**config.mk**
```make
export PLATFORM = sky130hd
export DESIGN_NAME = key_position_target_mapper_flat
export DESIGN_NICKNAME = d
export VERILOG_FILES = /design/src/sv/kpt_pkg.sv /design/src/sv/kpt_in_if.sv /design/src/sv/kpt_out_if.sv /design/src/sv/kpt_ctrl.sv /design/src/sv/kpt_dp.sv /design/src/sv/key_position_target_mapper.sv /design/src/flat_wrapper.sv
export SDC_FILE = /design/constraint.sdc
export NUM_CORES = 1
export LEC_CHECK = 0
export BUFFER_PORTS_ARGS = -buffer_cell sky130_fd_sc_hd__buf_4
export CAP_MARGIN = 30
export CELL_PAD_IN_SITES_DETAIL_PLACEMENT = 2
export CELL_PAD_IN_SITES_GLOBAL_PLACEMENT = 2
export CORE_MARGIN = 5
export CORE_UTILIZATION = 48
export CTS_CLUSTER_DIAMETER = 60
export DETAILED_ROUTE_END_ITERATION = 8
export GPL_TIMING_DRIVEN = 0
export PLACE_DENSITY = 0.82
export SYNTH_ARGS = -nofsm -noshare
export SYNTH_HDL_FRONTEND = slang
export SYNTH_HIERARCHICAL = 1
export SYNTH_SLANG_ARGS = --single-unit
```
**constraint.sdc**
```tcl
create_clock -name clk -period 10.5 [get_ports clk]
set_input_delay 1.05 -clock clk [delete_from_list [all_inputs] [get_ports clk]]
set_output_delay 1.05 -clock clk [all_outputs]
set_load 0.05 [all_outputs]
```
**src/sv/kpt_pkg.sv**
```systemverilog
// Shared constants, codes, command/status types and default map for the key target mapper.
package kpt_pkg;

  localparam int TARGET_COUNT_DEF     = 17;
  localparam int MATRIX_ROW_COUNT_DEF = 6;
  localparam int MATRIX_COL_COUNT_DEF = 21;

  localparam logic [7:0]  UNASSIGNED      = 8'hFF;
  localparam logic [4:0]  LAST_HID_TARGET = 5'd12;
  localparam logic [4:0]  ENCODER_TARGET  = 5'd12;
  localparam logic [15:0] TIMEOUT_RESET   = 16'd30000;
  localparam logic [15:0] ELAPSED_MAX     = 16'hFFFF;

  // opcodes
  localparam logic [2:0] OP_KEY      = 3'd0;
  localparam logic [2:0] OP_ARM      = 3'd1;
  localparam logic [2:0] OP_SET      = 3'd2;
  localparam logic [2:0] OP_CLEAR    = 3'd3;
  localparam logic [2:0] OP_DEFAULTS = 3'd4;
  localparam logic [2:0] OP_READ     = 3'd5;
  localparam logic [2:0] OP_TICK     = 3'd6;

  // result kinds
  localparam logic [2:0] K_PASS     = 3'd0;
  localparam logic [2:0] K_SWALLOW  = 3'd1;
  localparam logic [2:0] K_HID      = 3'd2;
  localparam logic [2:0] K_JOY      = 3'd3;
  localparam logic [2:0] K_CAPTURED = 3'd4;
  localparam logic [2:0] K_ACK      = 3'd5;

  // ack status
  localparam logic [1:0] ST_OK         = 2'd0;
  localparam logic [1:0] ST_BAD_TARGET = 2'd1;
  localparam logic [1:0] ST_BAD_POS    = 2'd2;

  // actions
  localparam logic [1:0] ACT_RELEASE = 2'd0;
  localparam logic [1:0] ACT_PRESS   = 2'd1;
  localparam logic [1:0] ACT_ROTATE  = 2'd2;

  typedef enum logic [2:0] {
    SM_MATCH    = 3'd0,
    SM_BIND     = 3'd1,
    SM_CLEAR    = 3'd2,
    SM_DEFAULTS = 3'd3,
    SM_READ     = 3'd4
  } scan_mode_t;

  typedef struct packed {
    logic in_ready;
    logic decide;
    logic scan;
    logic emit;
  } kpt_cmd_t;

  typedef struct packed {
    logic in_fire;
    logic need_scan;
    logic scan_last;
    logic out_free;
  } kpt_sts_t;

  function automatic logic [7:0] default_row(input logic [4:0] idx);
    logic [7:0] v;
    case (idx)
      5'd0, 5'd1, 5'd2, 5'd11: v = 8'd4;
      5'd3, 5'd4, 5'd5:        v = 8'd3;
      5'd6:                    v = 8'd2;
      5'd7, 5'd8, 5'd9, 5'd12: v = 8'd0;
      5'd10:                   v = 8'd5;
      default:                 v = UNASSIGNED;
    endcase
    return v;
  endfunction

  function automatic logic [7:0] default_col(input logic [4:0] idx);
    logic [7:0] v;
    case (idx)
      5'd0, 5'd3, 5'd7:         v = 8'd17;
      5'd1, 5'd4, 5'd9, 5'd10:  v = 8'd18;
      5'd2, 5'd5:               v = 8'd19;
      5'd6, 5'd8, 5'd11:        v = 8'd20;
      5'd12:                    v = 8'd13;
      default:                  v = UNASSIGNED;
    endcase
    return v;
  endfunction

endpackage

```
**src/sv/kpt_in_if.sv**
```systemverilog
// Input channel: key events and commands with valid/ready handshake.
interface kpt_in_if;
  logic       valid;
  logic       ready;
  logic [2:0] opcode;
  logic [7:0] row;
  logic [7:0] col;
  logic       pressed;
  logic [7:0] target;
  logic       is_encoder_turn;

  modport source (output valid, opcode, row, col, pressed, target, is_encoder_turn,
                  input ready);
  modport sink   (input valid, opcode, row, col, pressed, target, is_encoder_turn,
                  output ready);
endinterface

```
**src/sv/kpt_out_if.sv**
```systemverilog
// Result channel: mapped events and acks with valid/ready handshake.
interface kpt_out_if;
  logic       valid;
  logic       ready;
  logic [2:0] kind;
  logic [1:0] status;
  logic [4:0] event_target;
  logic [1:0] action;
  logic [7:0] event_row;
  logic [7:0] event_col;

  modport source (output valid, kind, status, event_target, action, event_row, event_col,
                  input ready);
  modport sink   (input valid, kind, status, event_target, action, event_row, event_col,
                  output ready);
endinterface

```
**src/sv/kpt_ctrl.sv**
```systemverilog
// Sequencer: accept, decide, table scan and result hand-off.
module kpt_ctrl
  import kpt_pkg::*;
(
  input  logic     clk,
  input  logic     rst_n,
  input  kpt_sts_t sts,
  output kpt_cmd_t cmd
);

  typedef enum logic [3:0] {
    S_IDLE   = 4'b0001,
    S_DECIDE = 4'b0010,
    S_SCAN   = 4'b0100,
    S_FINISH = 4'b1000
  } state_t;

  state_t state_r, state_nxt;

  always_comb begin
    state_nxt = state_r;
    unique case (state_r)
      S_IDLE:   if (sts.in_fire) state_nxt = S_DECIDE;
      S_DECIDE: state_nxt = sts.need_scan ? S_SCAN : S_FINISH;
      S_SCAN:   if (sts.scan_last) state_nxt = S_FINISH;
      S_FINISH: if (sts.out_free) state_nxt = S_IDLE;
      default:  state_nxt = S_IDLE;
    endcase
  end

  always_ff @(posedge clk) begin
    if (!rst_n) begin
      state_r <= S_IDLE;
    end else begin
      state_r <= state_nxt;
    end
  end

  assign cmd.in_ready = (state_r == S_IDLE);
  assign cmd.decide   = (state_r == S_DECIDE);
  assign cmd.scan     = (state_r == S_SCAN);
  assign cmd.emit     = (state_r == S_FINISH) && sts.out_free;

`ifndef SYNTHESIS
  a_fire_decides: assert property (@(posedge clk) disable iff (!rst_n)
    sts.in_fire |=> state_r == S_DECIDE)
    else $error("accepted beat did not reach decide");
  a_scan_holds: assert property (@(posedge clk) disable iff (!rst_n)
    (state_r == S_SCAN && !sts.scan_last) |=> state_r == S_SCAN)
    else $error("scan left before last entry");
  a_emit_idles: assert property (@(posedge clk) disable iff (!rst_n)
    cmd.emit |=> (state_r == S_IDLE && cmd.in_ready))
    else $error("not idle after result hand-off");
`endif

endmodule

```
**src/sv/kpt_dp.sv**
```systemverilog
// Datapath: item latch, position table, capture state, result and output registers.
module kpt_dp
  import kpt_pkg::*;
#(
  parameter int TargetCount = TARGET_COUNT_DEF,
  parameter int MatrixRows  = MATRIX_ROW_COUNT_DEF,
  parameter int MatrixCols  = MATRIX_COL_COUNT_DEF
) (
  input  logic        clk,
  input  logic        rst_n,
  input  kpt_cmd_t    cmd,
  output kpt_sts_t    sts,
  kpt_in_if.sink      in_ch,
  kpt_out_if.source   out_ch,
  input  logic        cfg_wr_en,
  input  logic [15:0] cfg_wr_data
);

  localparam int TW = $clog2(TargetCount);
  localparam logic [TW-1:0] LastIdx = TW'(TargetCount - 1);

  // latched item
  logic [2:0] op_r;
  logic [7:0] row_r, col_r, tg_r;
  logic       pr_r, enc_r;

  // position table
  logic [7:0] tbl_row_r [TargetCount];
  logic [7:0] tbl_col_r [TargetCount];

  // capture and swallow state
  logic          armed_r, armed_nxt;
  logic [TW-1:0] cidx_r, cidx_nxt;
  logic [15:0]   elapsed_r, elapsed_nxt;
  logic          pend_r, pend_nxt;
  logic [7:0]    sr_r, sr_nxt, sc_r, sc_nxt;
  logic [15:0]   timeout_r;

  // scan
  scan_mode_t    mode_r, d_mode;
  logic [TW-1:0] idx_r, stgt_r, d_stgt;
  logic          found_r;

  // pending result
  logic [2:0] res_kind_r, d_kind;
  logic [1:0] res_status_r, d_status;
  logic [4:0] res_tgt_r, d_tgt;
  logic [1:0] res_action_r, d_action;
  logic [7:0] res_row_r, d_row, res_col_r, d_col;
  logic       d_need_scan;

  // output register
  logic       out_valid_r, out_valid_nxt;
  logic [2:0] out_kind_r;
  logic [1:0] out_status_r;
  logic [4:0] out_tgt_r;
  logic [1:0] out_action_r;
  logic [7:0] out_row_r, out_col_r;

  logic          in_fire;
  logic          tgt_ok, pos_ok, expired, armed_eff, hit;
  logic [TW-1:0] t_idx;
  logic [15:0]   elapsed_inc;
  logic [1:0]    pr_act;

  assign in_ch.ready = cmd.in_ready;
  assign in_fire     = in_ch.valid && cmd.in_ready;

  assign tgt_ok    = tg_r < 8'(TargetCount);
  assign pos_ok    = (row_r < 8'(MatrixRows)) && (col_r < 8'(MatrixCols));
  assign t_idx     = tg_r[TW-1:0];
  assign expired   = armed_r && (elapsed_r >= timeout_r);
  assign armed_eff = armed_r && !expired;
  assign elapsed_inc = (elapsed_r == ELAPSED_MAX) ? elapsed_r : elapsed_r + 16'd1;
  assign pr_act    = pr_r ? ACT_PRESS : ACT_RELEASE;
  assign hit       = (tbl_row_r[idx_r] == row_r) && (tbl_col_r[idx_r] == col_r);

  // per-opcode decision, applied in the decide cycle
  always_comb begin
    armed_nxt   = armed_r;
    cidx_nxt    = cidx_r;
    elapsed_nxt = elapsed_r;
    pend_nxt    = pend_r;
    sr_nxt      = sr_r;
    sc_nxt      = sc_r;
    d_kind      = K_ACK;
    d_status    = ST_OK;
    d_tgt       = 5'd0;
    d_action    = ACT_RELEASE;
    d_row       = 8'd0;
    d_col       = 8'd0;
    d_mode      = SM_MATCH;
    d_stgt      = t_idx;
    d_need_scan = 1'b0;
    unique case (op_r)
      OP_KEY: begin
        if (enc_r) begin
          d_kind   = K_HID;
          d_tgt    = ENCODER_TARGET;
          d_action = ACT_ROTATE;
          d_row    = {7'd0, pr_r};
          d_col    = col_r;
        end else if (!pos_ok) begin
          d_kind   = K_PASS;
          d_action = pr_act;
          d_row    = row_r;
          d_col    = col_r;
        end else if (!pr_r && pend_r && row_r == sr_r && col_r == sc_r) begin
          armed_nxt = armed_eff;
          pend_nxt  = 1'b0;
          d_kind    = K_SWALLOW;
          d_row     = row_r;
          d_col     = col_r;
        end else if (pr_r && armed_eff) begin
          armed_nxt   = 1'b0;
          pend_nxt    = 1'b1;
          sr_nxt      = row_r;
          sc_nxt      = col_r;
          d_kind      = K_CAPTURED;
          d_tgt       = 5'(cidx_r);
          d_action    = ACT_PRESS;
          d_row       = row_r;
          d_col       = col_r;
          d_mode      = SM_BIND;
          d_stgt      = cidx_r;
          d_need_scan = 1'b1;
        end else begin
          armed_nxt   = armed_eff;
          d_kind      = K_PASS;
          d_action    = pr_act;
          d_row       = row_r;
          d_col       = col_r;
          d_mode      = SM_MATCH;
          d_need_scan = 1'b1;
        end
      end
      OP_ARM: begin
        if (!tgt_ok) begin
          d_status = ST_BAD_TARGET;
        end else begin
          cidx_nxt    = t_idx;
          elapsed_nxt = 16'd0;
          armed_nxt   = 1'b1;
          d_tgt       = 5'(t_idx);
        end
      end
      OP_SET: begin
        if (!tgt_ok) begin
          d_status = ST_BAD_TARGET;
        end else if (!pos_ok) begin
          d_status = ST_BAD_POS;
          d_tgt    = 5'(t_idx);
        end else begin
          d_tgt       = 5'(t_idx);
          d_mode      = SM_BIND;
          d_need_scan = 1'b1;
        end
      end
      OP_CLEAR: begin
        if (!tgt_ok) begin
          d_status = ST_BAD_TARGET;
        end else begin
          d_tgt       = 5'(t_idx);
          d_mode      = SM_CLEAR;
          d_need_scan = 1'b1;
        end
      end
      OP_DEFAULTS: begin
        d_mode      = SM_DEFAULTS;
        d_need_scan = 1'b1;
      end
      OP_READ: begin
        if (!tgt_ok) begin
          d_status = ST_BAD_TARGET;
        end else begin
          d_tgt       = 5'(t_idx);
          d_mode      = SM_READ;
          d_need_scan = 1'b1;
        end
      end
      OP_TICK: begin
        if (armed_r) begin
          elapsed_nxt = elapsed_inc;
          if (elapsed_inc >= timeout_r) armed_nxt = 1'b0;
        end
      end
      default: d_status = ST_BAD_TARGET;
    endcase
  end

  // control state
  always_ff @(posedge clk) begin
    if (!rst_n) begin
      armed_r     <= 1'b0;
      cidx_r      <= '0;
      elapsed_r   <= 16'd0;
      pend_r      <= 1'b0;
      sr_r        <= 8'd0;
      sc_r        <= 8'd0;
      timeout_r   <= TIMEOUT_RESET;
      out_valid_r <= 1'b0;
    end else begin
      if (cmd.decide) begin
        armed_r   <= armed_nxt;
        cidx_r    <= cidx_nxt;
        elapsed_r <= elapsed_nxt;
        pend_r    <= pend_nxt;
        sr_r      <= sr_nxt;
        sc_r      <= sc_nxt;
      end
      if (cfg_wr_en) timeout_r <= cfg_wr_data;
      out_valid_r <= out_valid_nxt;
    end
  end

  // position table; reset loads the default map
  always_ff @(posedge clk) begin
    if (!rst_n) begin
      for (int i = 0; i < TargetCount; i++) begin
        tbl_row_r[i] <= default_row(5'(i));
        tbl_col_r[i] <= default_col(5'(i));
      end
    end else if (cmd.scan) begin
      case (mode_r)
        SM_BIND: begin
          if (idx_r == stgt_r) begin
            tbl_row_r[idx_r] <= row_r;
            tbl_col_r[idx_r] <= col_r;
          end else if (hit) begin
            tbl_row_r[idx_r] <= UNASSIGNED;
            tbl_col_r[idx_r] <= UNASSIGNED;
          end
        end
        SM_CLEAR: begin
          if (idx_r == stgt_r) begin
            tbl_row_r[idx_r] <= UNASSIGNED;
            tbl_col_r[idx_r] <= UNASSIGNED;
          end
        end
        SM_DEFAULTS: begin
          tbl_row_r[idx_r] <= default_row(5'(idx_r));
          tbl_col_r[idx_r] <= default_col(5'(idx_r));
        end
        default: ;
      endcase
    end
  end

  // item latch, scan bookkeeping and result assembly
  always_ff @(posedge clk) begin
    if (in_fire) begin
      op_r  <= in_ch.opcode;
      row_r <= in_ch.row;
      col_r <= in_ch.col;
      pr_r  <= in_ch.pressed;
      tg_r  <= in_ch.target;
      enc_r <= in_ch.is_encoder_turn;
    end
    if (cmd.decide) begin
      mode_r       <= d_mode;
      stgt_r       <= d_stgt;
      idx_r        <= '0;
      found_r      <= 1'b0;
      res_kind_r   <= d_kind;
      res_status_r <= d_status;
      res_tgt_r    <= d_tgt;
      res_action_r <= d_action;
      res_row_r    <= d_row;
      res_col_r    <= d_col;
    end else if (cmd.scan) begin
      idx_r <= idx_r + TW'(1);
      // first matching entry wins
      if (mode_r == SM_MATCH && !found_r && hit) begin
        found_r    <= 1'b1;
        res_kind_r <= (5'(idx_r) <= LAST_HID_TARGET) ? K_HID : K_JOY;
        res_tgt_r  <= 5'(idx_r);
      end
      if (mode_r == SM_READ && idx_r == stgt_r) begin
        res_row_r <= tbl_row_r[idx_r];
        res_col_r <= tbl_col_r[idx_r];
      end
    end
    if (cmd.emit) begin
      out_kind_r   <= res_kind_r;
      out_status_r <= res_status_r;
      out_tgt_r    <= res_tgt_r;
      out_action_r <= res_action_r;
      out_row_r    <= res_row_r;
      out_col_r    <= res_col_r;
    end
  end

  always_comb begin
    if (cmd.emit) out_valid_nxt = 1'b1;
    else if (out_ch.ready) out_valid_nxt = 1'b0;
    else out_valid_nxt = out_valid_r;
  end

  assign out_ch.valid        = out_valid_r;
  assign out_ch.kind         = out_kind_r;
  assign out_ch.status       = out_status_r;
  assign out_ch.event_target = out_tgt_r;
  assign out_ch.action       = out_action_r;
  assign out_ch.event_row    = out_row_r;
  assign out_ch.event_col    = out_col_r;

  assign sts.in_fire   = in_fire;
  assign sts.need_scan = d_need_scan;
  assign sts.scan_last = (idx_r == LastIdx);
  assign sts.out_free  = !out_valid_r || out_ch.ready;

`ifndef SYNTHESIS
  a_emit_valid: assert property (@(posedge clk) disable iff (!rst_n)
    cmd.emit |=> out_valid_r)
    else $error("result beat lost at hand-off");
  a_scan_in_range: assert property (@(posedge clk) disable iff (!rst_n)
    cmd.scan |-> idx_r <= LastIdx)
    else $error("scan index past last table entry");
  a_tick_clamp: assert property (@(posedge clk) disable iff (!rst_n)
    (cmd.decide && op_r == OP_TICK && armed_r && elapsed_r == ELAPSED_MAX)
      |=> elapsed_r == ELAPSED_MAX)
    else $error("capture timer wrapped");
  a_capture_swallow: assert property (@(posedge clk) disable iff (!rst_n)
    (cmd.decide && d_kind == K_CAPTURED) |=> (pend_r && !armed_r))
    else $error("capture did not arm release swallow");
`endif

endmodule

```
**src/sv/key_position_target_mapper.sv**
```systemverilog
// Top level of the key position to control target mapper.
// Table walks (good set, good clear, good read, defaults, non-encoder in-matrix key other than
// a swallowed release) pass through accept, decide, a scan of every table entry and finish;
// other items skip the scan. A new item is accepted only once the last one has finished.
// A waiting result beat holds only the finish step. Synchronous active-low reset loads
// the default map and a timeout of 30000 ticks, and clears capture and swallow state.
module key_position_target_mapper
  import kpt_pkg::*;
#(
  parameter int TargetCount = TARGET_COUNT_DEF,
  parameter int MatrixRows  = MATRIX_ROW_COUNT_DEF,
  parameter int MatrixCols  = MATRIX_COL_COUNT_DEF
) (
  input  logic        clk,
  input  logic        rst_n,
  kpt_in_if.sink      in_ch,
  kpt_out_if.source   out_ch,
  input  logic        cfg_wr_en,
  input  logic [15:0] cfg_wr_data
);

  kpt_cmd_t cmd;
  kpt_sts_t sts;

  kpt_ctrl u_ctrl (
    .clk   (clk),
    .rst_n (rst_n),
    .sts   (sts),
    .cmd   (cmd)
  );

  kpt_dp #(
    .TargetCount (TargetCount),
    .MatrixRows  (MatrixRows),
    .MatrixCols  (MatrixCols)
  ) u_dp (
    .clk         (clk),
    .rst_n       (rst_n),
    .cmd         (cmd),
    .sts         (sts),
    .in_ch       (in_ch),
    .out_ch      (out_ch),
    .cfg_wr_en   (cfg_wr_en),
    .cfg_wr_data (cfg_wr_data)
  );

endmodule

```
**src/flat_wrapper.sv**
```systemverilog
// flat-port wrapper written by rule: the top's interface ports become plain ports
module key_position_target_mapper_flat import kpt_pkg::*;
#(
  parameter int TargetCount = TARGET_COUNT_DEF,
  parameter int MatrixRows  = MATRIX_ROW_COUNT_DEF,
  parameter int MatrixCols  = MATRIX_COL_COUNT_DEF
)
  (clk, rst_n, cfg_wr_en, cfg_wr_data, in_ch_valid, in_ch_opcode, in_ch_row, in_ch_col, in_ch_pressed, in_ch_target, in_ch_is_encoder_turn, in_ch_ready, out_ch_valid, out_ch_kind, out_ch_status, out_ch_event_target, out_ch_action, out_ch_event_row, out_ch_event_col, out_ch_ready);
  kpt_in_if in_ch_i ();
  kpt_out_if out_ch_i ();
  input  logic clk;
  input  logic rst_n;
  input  logic cfg_wr_en;
  input  logic [15:0] cfg_wr_data;
  input wire logic [$bits(in_ch_i.valid)-1:0] in_ch_valid;
  input wire logic [$bits(in_ch_i.opcode)-1:0] in_ch_opcode;
  input wire logic [$bits(in_ch_i.row)-1:0] in_ch_row;
  input wire logic [$bits(in_ch_i.col)-1:0] in_ch_col;
  input wire logic [$bits(in_ch_i.pressed)-1:0] in_ch_pressed;
  input wire logic [$bits(in_ch_i.target)-1:0] in_ch_target;
  input wire logic [$bits(in_ch_i.is_encoder_turn)-1:0] in_ch_is_encoder_turn;
  output wire logic [$bits(in_ch_i.ready)-1:0] in_ch_ready;
  output wire logic [$bits(out_ch_i.valid)-1:0] out_ch_valid;
  output wire logic [$bits(out_ch_i.kind)-1:0] out_ch_kind;
  output wire logic [$bits(out_ch_i.status)-1:0] out_ch_status;
  output wire logic [$bits(out_ch_i.event_target)-1:0] out_ch_event_target;
  output wire logic [$bits(out_ch_i.action)-1:0] out_ch_action;
  output wire logic [$bits(out_ch_i.event_row)-1:0] out_ch_event_row;
  output wire logic [$bits(out_ch_i.event_col)-1:0] out_ch_event_col;
  input wire logic [$bits(out_ch_i.ready)-1:0] out_ch_ready;
  assign in_ch_i.valid = in_ch_valid;
  assign in_ch_i.opcode = in_ch_opcode;
  assign in_ch_i.row = in_ch_row;
  assign in_ch_i.col = in_ch_col;
  assign in_ch_i.pressed = in_ch_pressed;
  assign in_ch_i.target = in_ch_target;
  assign in_ch_i.is_encoder_turn = in_ch_is_encoder_turn;
  assign in_ch_ready = in_ch_i.ready;
  assign out_ch_valid = out_ch_i.valid;
  assign out_ch_kind = out_ch_i.kind;
  assign out_ch_status = out_ch_i.status;
  assign out_ch_event_target = out_ch_i.event_target;
  assign out_ch_action = out_ch_i.action;
  assign out_ch_event_row = out_ch_i.event_row;
  assign out_ch_event_col = out_ch_i.event_col;
  assign out_ch_i.ready = out_ch_ready;
  key_position_target_mapper #(.TargetCount(TargetCount), .MatrixRows(MatrixRows), .MatrixCols(MatrixCols)) u_core (.clk(clk), .rst_n(rst_n), .in_ch(in_ch_i), .out_ch(out_ch_i), .cfg_wr_en(cfg_wr_en), .cfg_wr_data(cfg_wr_data));
endmodule
```
==> qor.csv <==
stage,metric,value,unit
status,outcome,"finished, final reports clean",
synthesis,ys.flop_type,edfxtp_1,
placed_design,dp.cells,3279,
worst_hold_path,hp-start,u_core/u_dp/res_status_r[0],
routing,vias,22700,
synthesis,synth_largest_area_cell,edfxtp_1,
sta,worstMarginPinSlew,1130,ps
flow_run,cap_violations,0,
routing,finalWirelength,127000,um
sta,slew_viol_final,0,
finish,post-route-util,55.8,%
clock_network,ctsResizeCount,0,
grt,grt_max_degree,25,
placed_design,gp_congestion,0.899,
floorplanning,core_area,62900,sq um
clock_network,cts_buffer_depth,3,
floorplanning,start_util,48.3,%
synthesis,synth_commonest_cells,"605 x edfxtp_1, 233 x mux2i_1, 214 x nand2_1",
routing,drtIter0Drc,2801,
floorplanning,dieArea,68400,sq um
worst_setup_path,end_kind,register,
worst_setup_path,crit_path_start_kind,register,
synthesis,avgSynthCellArea,13.2,sq um
finish,area_growth,15.4,%
sta,fin_crit_sh,72.3,%
worst_setup_path,crit_type,reg -> reg,
floorplanning,ioPinCount,80,
routing,routed_via_density,6.63,
clock_network,clockRootBuffer,clkbuf_16,
sta,finalHoldViolCount,0,
worst_hold_path,holdCritPathClass,reg -> reg,
synthesis,synth_most_common_cell,edfxtp_1,
clock_network,post_cts_buffers,0,
routing,drtPass1Iterations,5,
synthesis,yosysWarnings,6,
synthesis,ys_ff_latch,685,
clock_network,cts.sinks,685,
synthesis,yosys.cell_types.count,77,
synthesis,syn_nets,2388,
sta,clock_skew,28.2,ps
synthesis,synth_edf_count,605,
sta,setup_tns,0,ps
synthesis,synth_top_area_share,59.8,%
clock_network,clkLatencyLatePin,630,ps
synthesis,syn_inst,2296,
finish,instances_no_fill,3418,
sta,relSlewSlack,24.1,%
grt,grt_antenna_before_repair,5,
finish,layout-drive-gt1-share,15.7,%
sta,fmax,0.132,GHz
grt,grt_pass1_vias,24400,
synthesis,async_reset_ff_share,0,%
sta,setup_viol,0,
finish,finalNetCount,2609,
sta,rsz0062_at_grt,no,
grt,track_usage,36.6,%
grt,grt_pass1_wl,178000,um
clock_network,htreeDepth,3,
worst_setup_path,arrival,7820,ps
routing,wl_per_cell,37.0,um
worst_setup_path,cp_max_fo,16,
floorplanning,die_h,262,um
floorplanning,fp-row-count,92,
pwr,power.leakage,0.0120,uW
routing,drt.antenna.violating_nets,0,
clock_network,hold_buffers,0,
clock_network,cts-buffers-inserted,74,
pwr,power_density,169,nW/um^2
pwr,ir_drop,0.000145,V
placed_design,hpwl,85300,um
sta,final.min_clock_period,7590,ps
synthesis,netlist_area,30400,sq um
worst_setup_path,required,10730,ps
routing,drc,0,
synthesis,ys_seq_area_share,65.1,%
grt,grt-ovfl-total,0,
placed_design,io_buffers,78,
floorplanning,die_w,262,um
synthesis,ys_top_cells_by_area,"edfxtp_1 60%, mux2i_1 7.7%, dfxtp_1 5.3%",
clock_network,clkSlewWorstSetupHoldPaths,70,ps
clock_network,cts_tree,done,
-- worst max-delay path, stage by stage (launching register included) --
cell and delay [ps]:
dfxtp_1 390, buf_2 240, nor2_1 590, buf_2 480
buf_1 770, a211oi_1 370, a211oi_1 900, xnor2_1 170
nor4_2 510, a311o_1 390, buf_4 230, nand4_1 560
clkbuf_1 630, nand2_1 940
-- through the flow --
| stage | hold slack [ps] | power [uW] | instance area, sq um | setup WS [ps] |
|---|---|---|---|---|
| floorplan | 400 | 3270 | 30400 | 5650 |
| global placement | 408 | 3370 | 32000 | 1160 |
| detailed placement | 406 | 3420 | 32700 | 3400 |
| CTS | 414 | 5930 | 34900 | 3290 |
| global route | 432 | 6080 | 35000 | 3100 |
| finish | 415 | 5920 | 35000 | 2910 |
-- worst paths after layout --
path	end	slack, ps	cells after the start
max reg2reg	u_core/u_dp/tbl_col_r[4][3]	2910	13
max	u_core/u_dp/tbl_col_r[4][3]	2910	13
min reg2reg	u_core/u_dp/out_ch.status[0]	410	0
min	u_core/u_dp/out_ch.status[0]	410	0
-- cell families after synthesis --
kind of cell	synth area share, %
compound gates	7.83
xor+xnor	1.21
fa+ha+maj	1.73
buf+inv	3.39
flops	65.1
mux	9.05
simple gates	11.7
-- report_power, final --
group,total (uW),switching (uW),leakage (uW),internal [uW]
logic,310,220,0.00463,89.6
clock network,2530,1120,0.00110,1410
registers,3080,41.8,0.00631,3030
total,5920,1380,0.0120,4530
-- flip-flops by register name (all words and copies together), names as in the netlist, 16 cells and up, named ones only --
| register | cells |
|---|---|
| u_core/u_dp/tbl_col_r | 256 |
| u_core/u_dp/tbl_row_r | 256 |
| u_core/u_dp/elapsed_r | 16 |
| u_core/u_dp/timeout_r | 16 |
-- placed cells by master (no fill, tap or decap), types with 15 or more instances in the layout --
cell type,Yosys,layout
a211oi_1,30,30
a21o_1,18,18
a21oi_1,63,63
a22oi_1,68,68
buf_2,35,44
buf_4,34,154
clkbuf_1,65,83
clkbuf_16,0,76
clkinv_1,1,15
dfxtp_1,80,80
edfxtp_1,605,605
ha_1,42,42
inv_1,57,57
mux2_2,15,15
mux2i_1,233,233
nand2_1,214,214
nand2b_1,60,60
nand3_1,39,39
nand4_1,20,20
nor2_1,208,208
nor2b_1,61,61
nor3_1,22,21
nor4_2,2,18
o21ai_0,43,43
o31ai_1,22,20
xnor2_1,29,29
-- layer usage --
layer	share of wire [%]	up-vias	track usage, %
met4	6.8	4	20.3
met1	34	11600	41.9
li1	-	8951	-
met3	9.6	521	10.0
met5	0.020	-	0
met2	49	1558	62.2
-- cell type report --
| class | instances | area [sq um] |
|---|---|---|
| diodes | 1 | 2.50 |
| multi-input cells | 1403 | 9690 |
| flip-flops and latches | 685 | 19800 |
| repair buffers | 145 | 1250 |
| plain buffers | 150 | 813 |
| clock buffers | 99 | 2040 |
| well taps | 846 | 1060 |
| clock inverters | 31 | 208 |
| inverters | 58 | 218 |
| fillers | 5820 | 27800 |
Note: power is estimated with default switching activity, not from simulation.
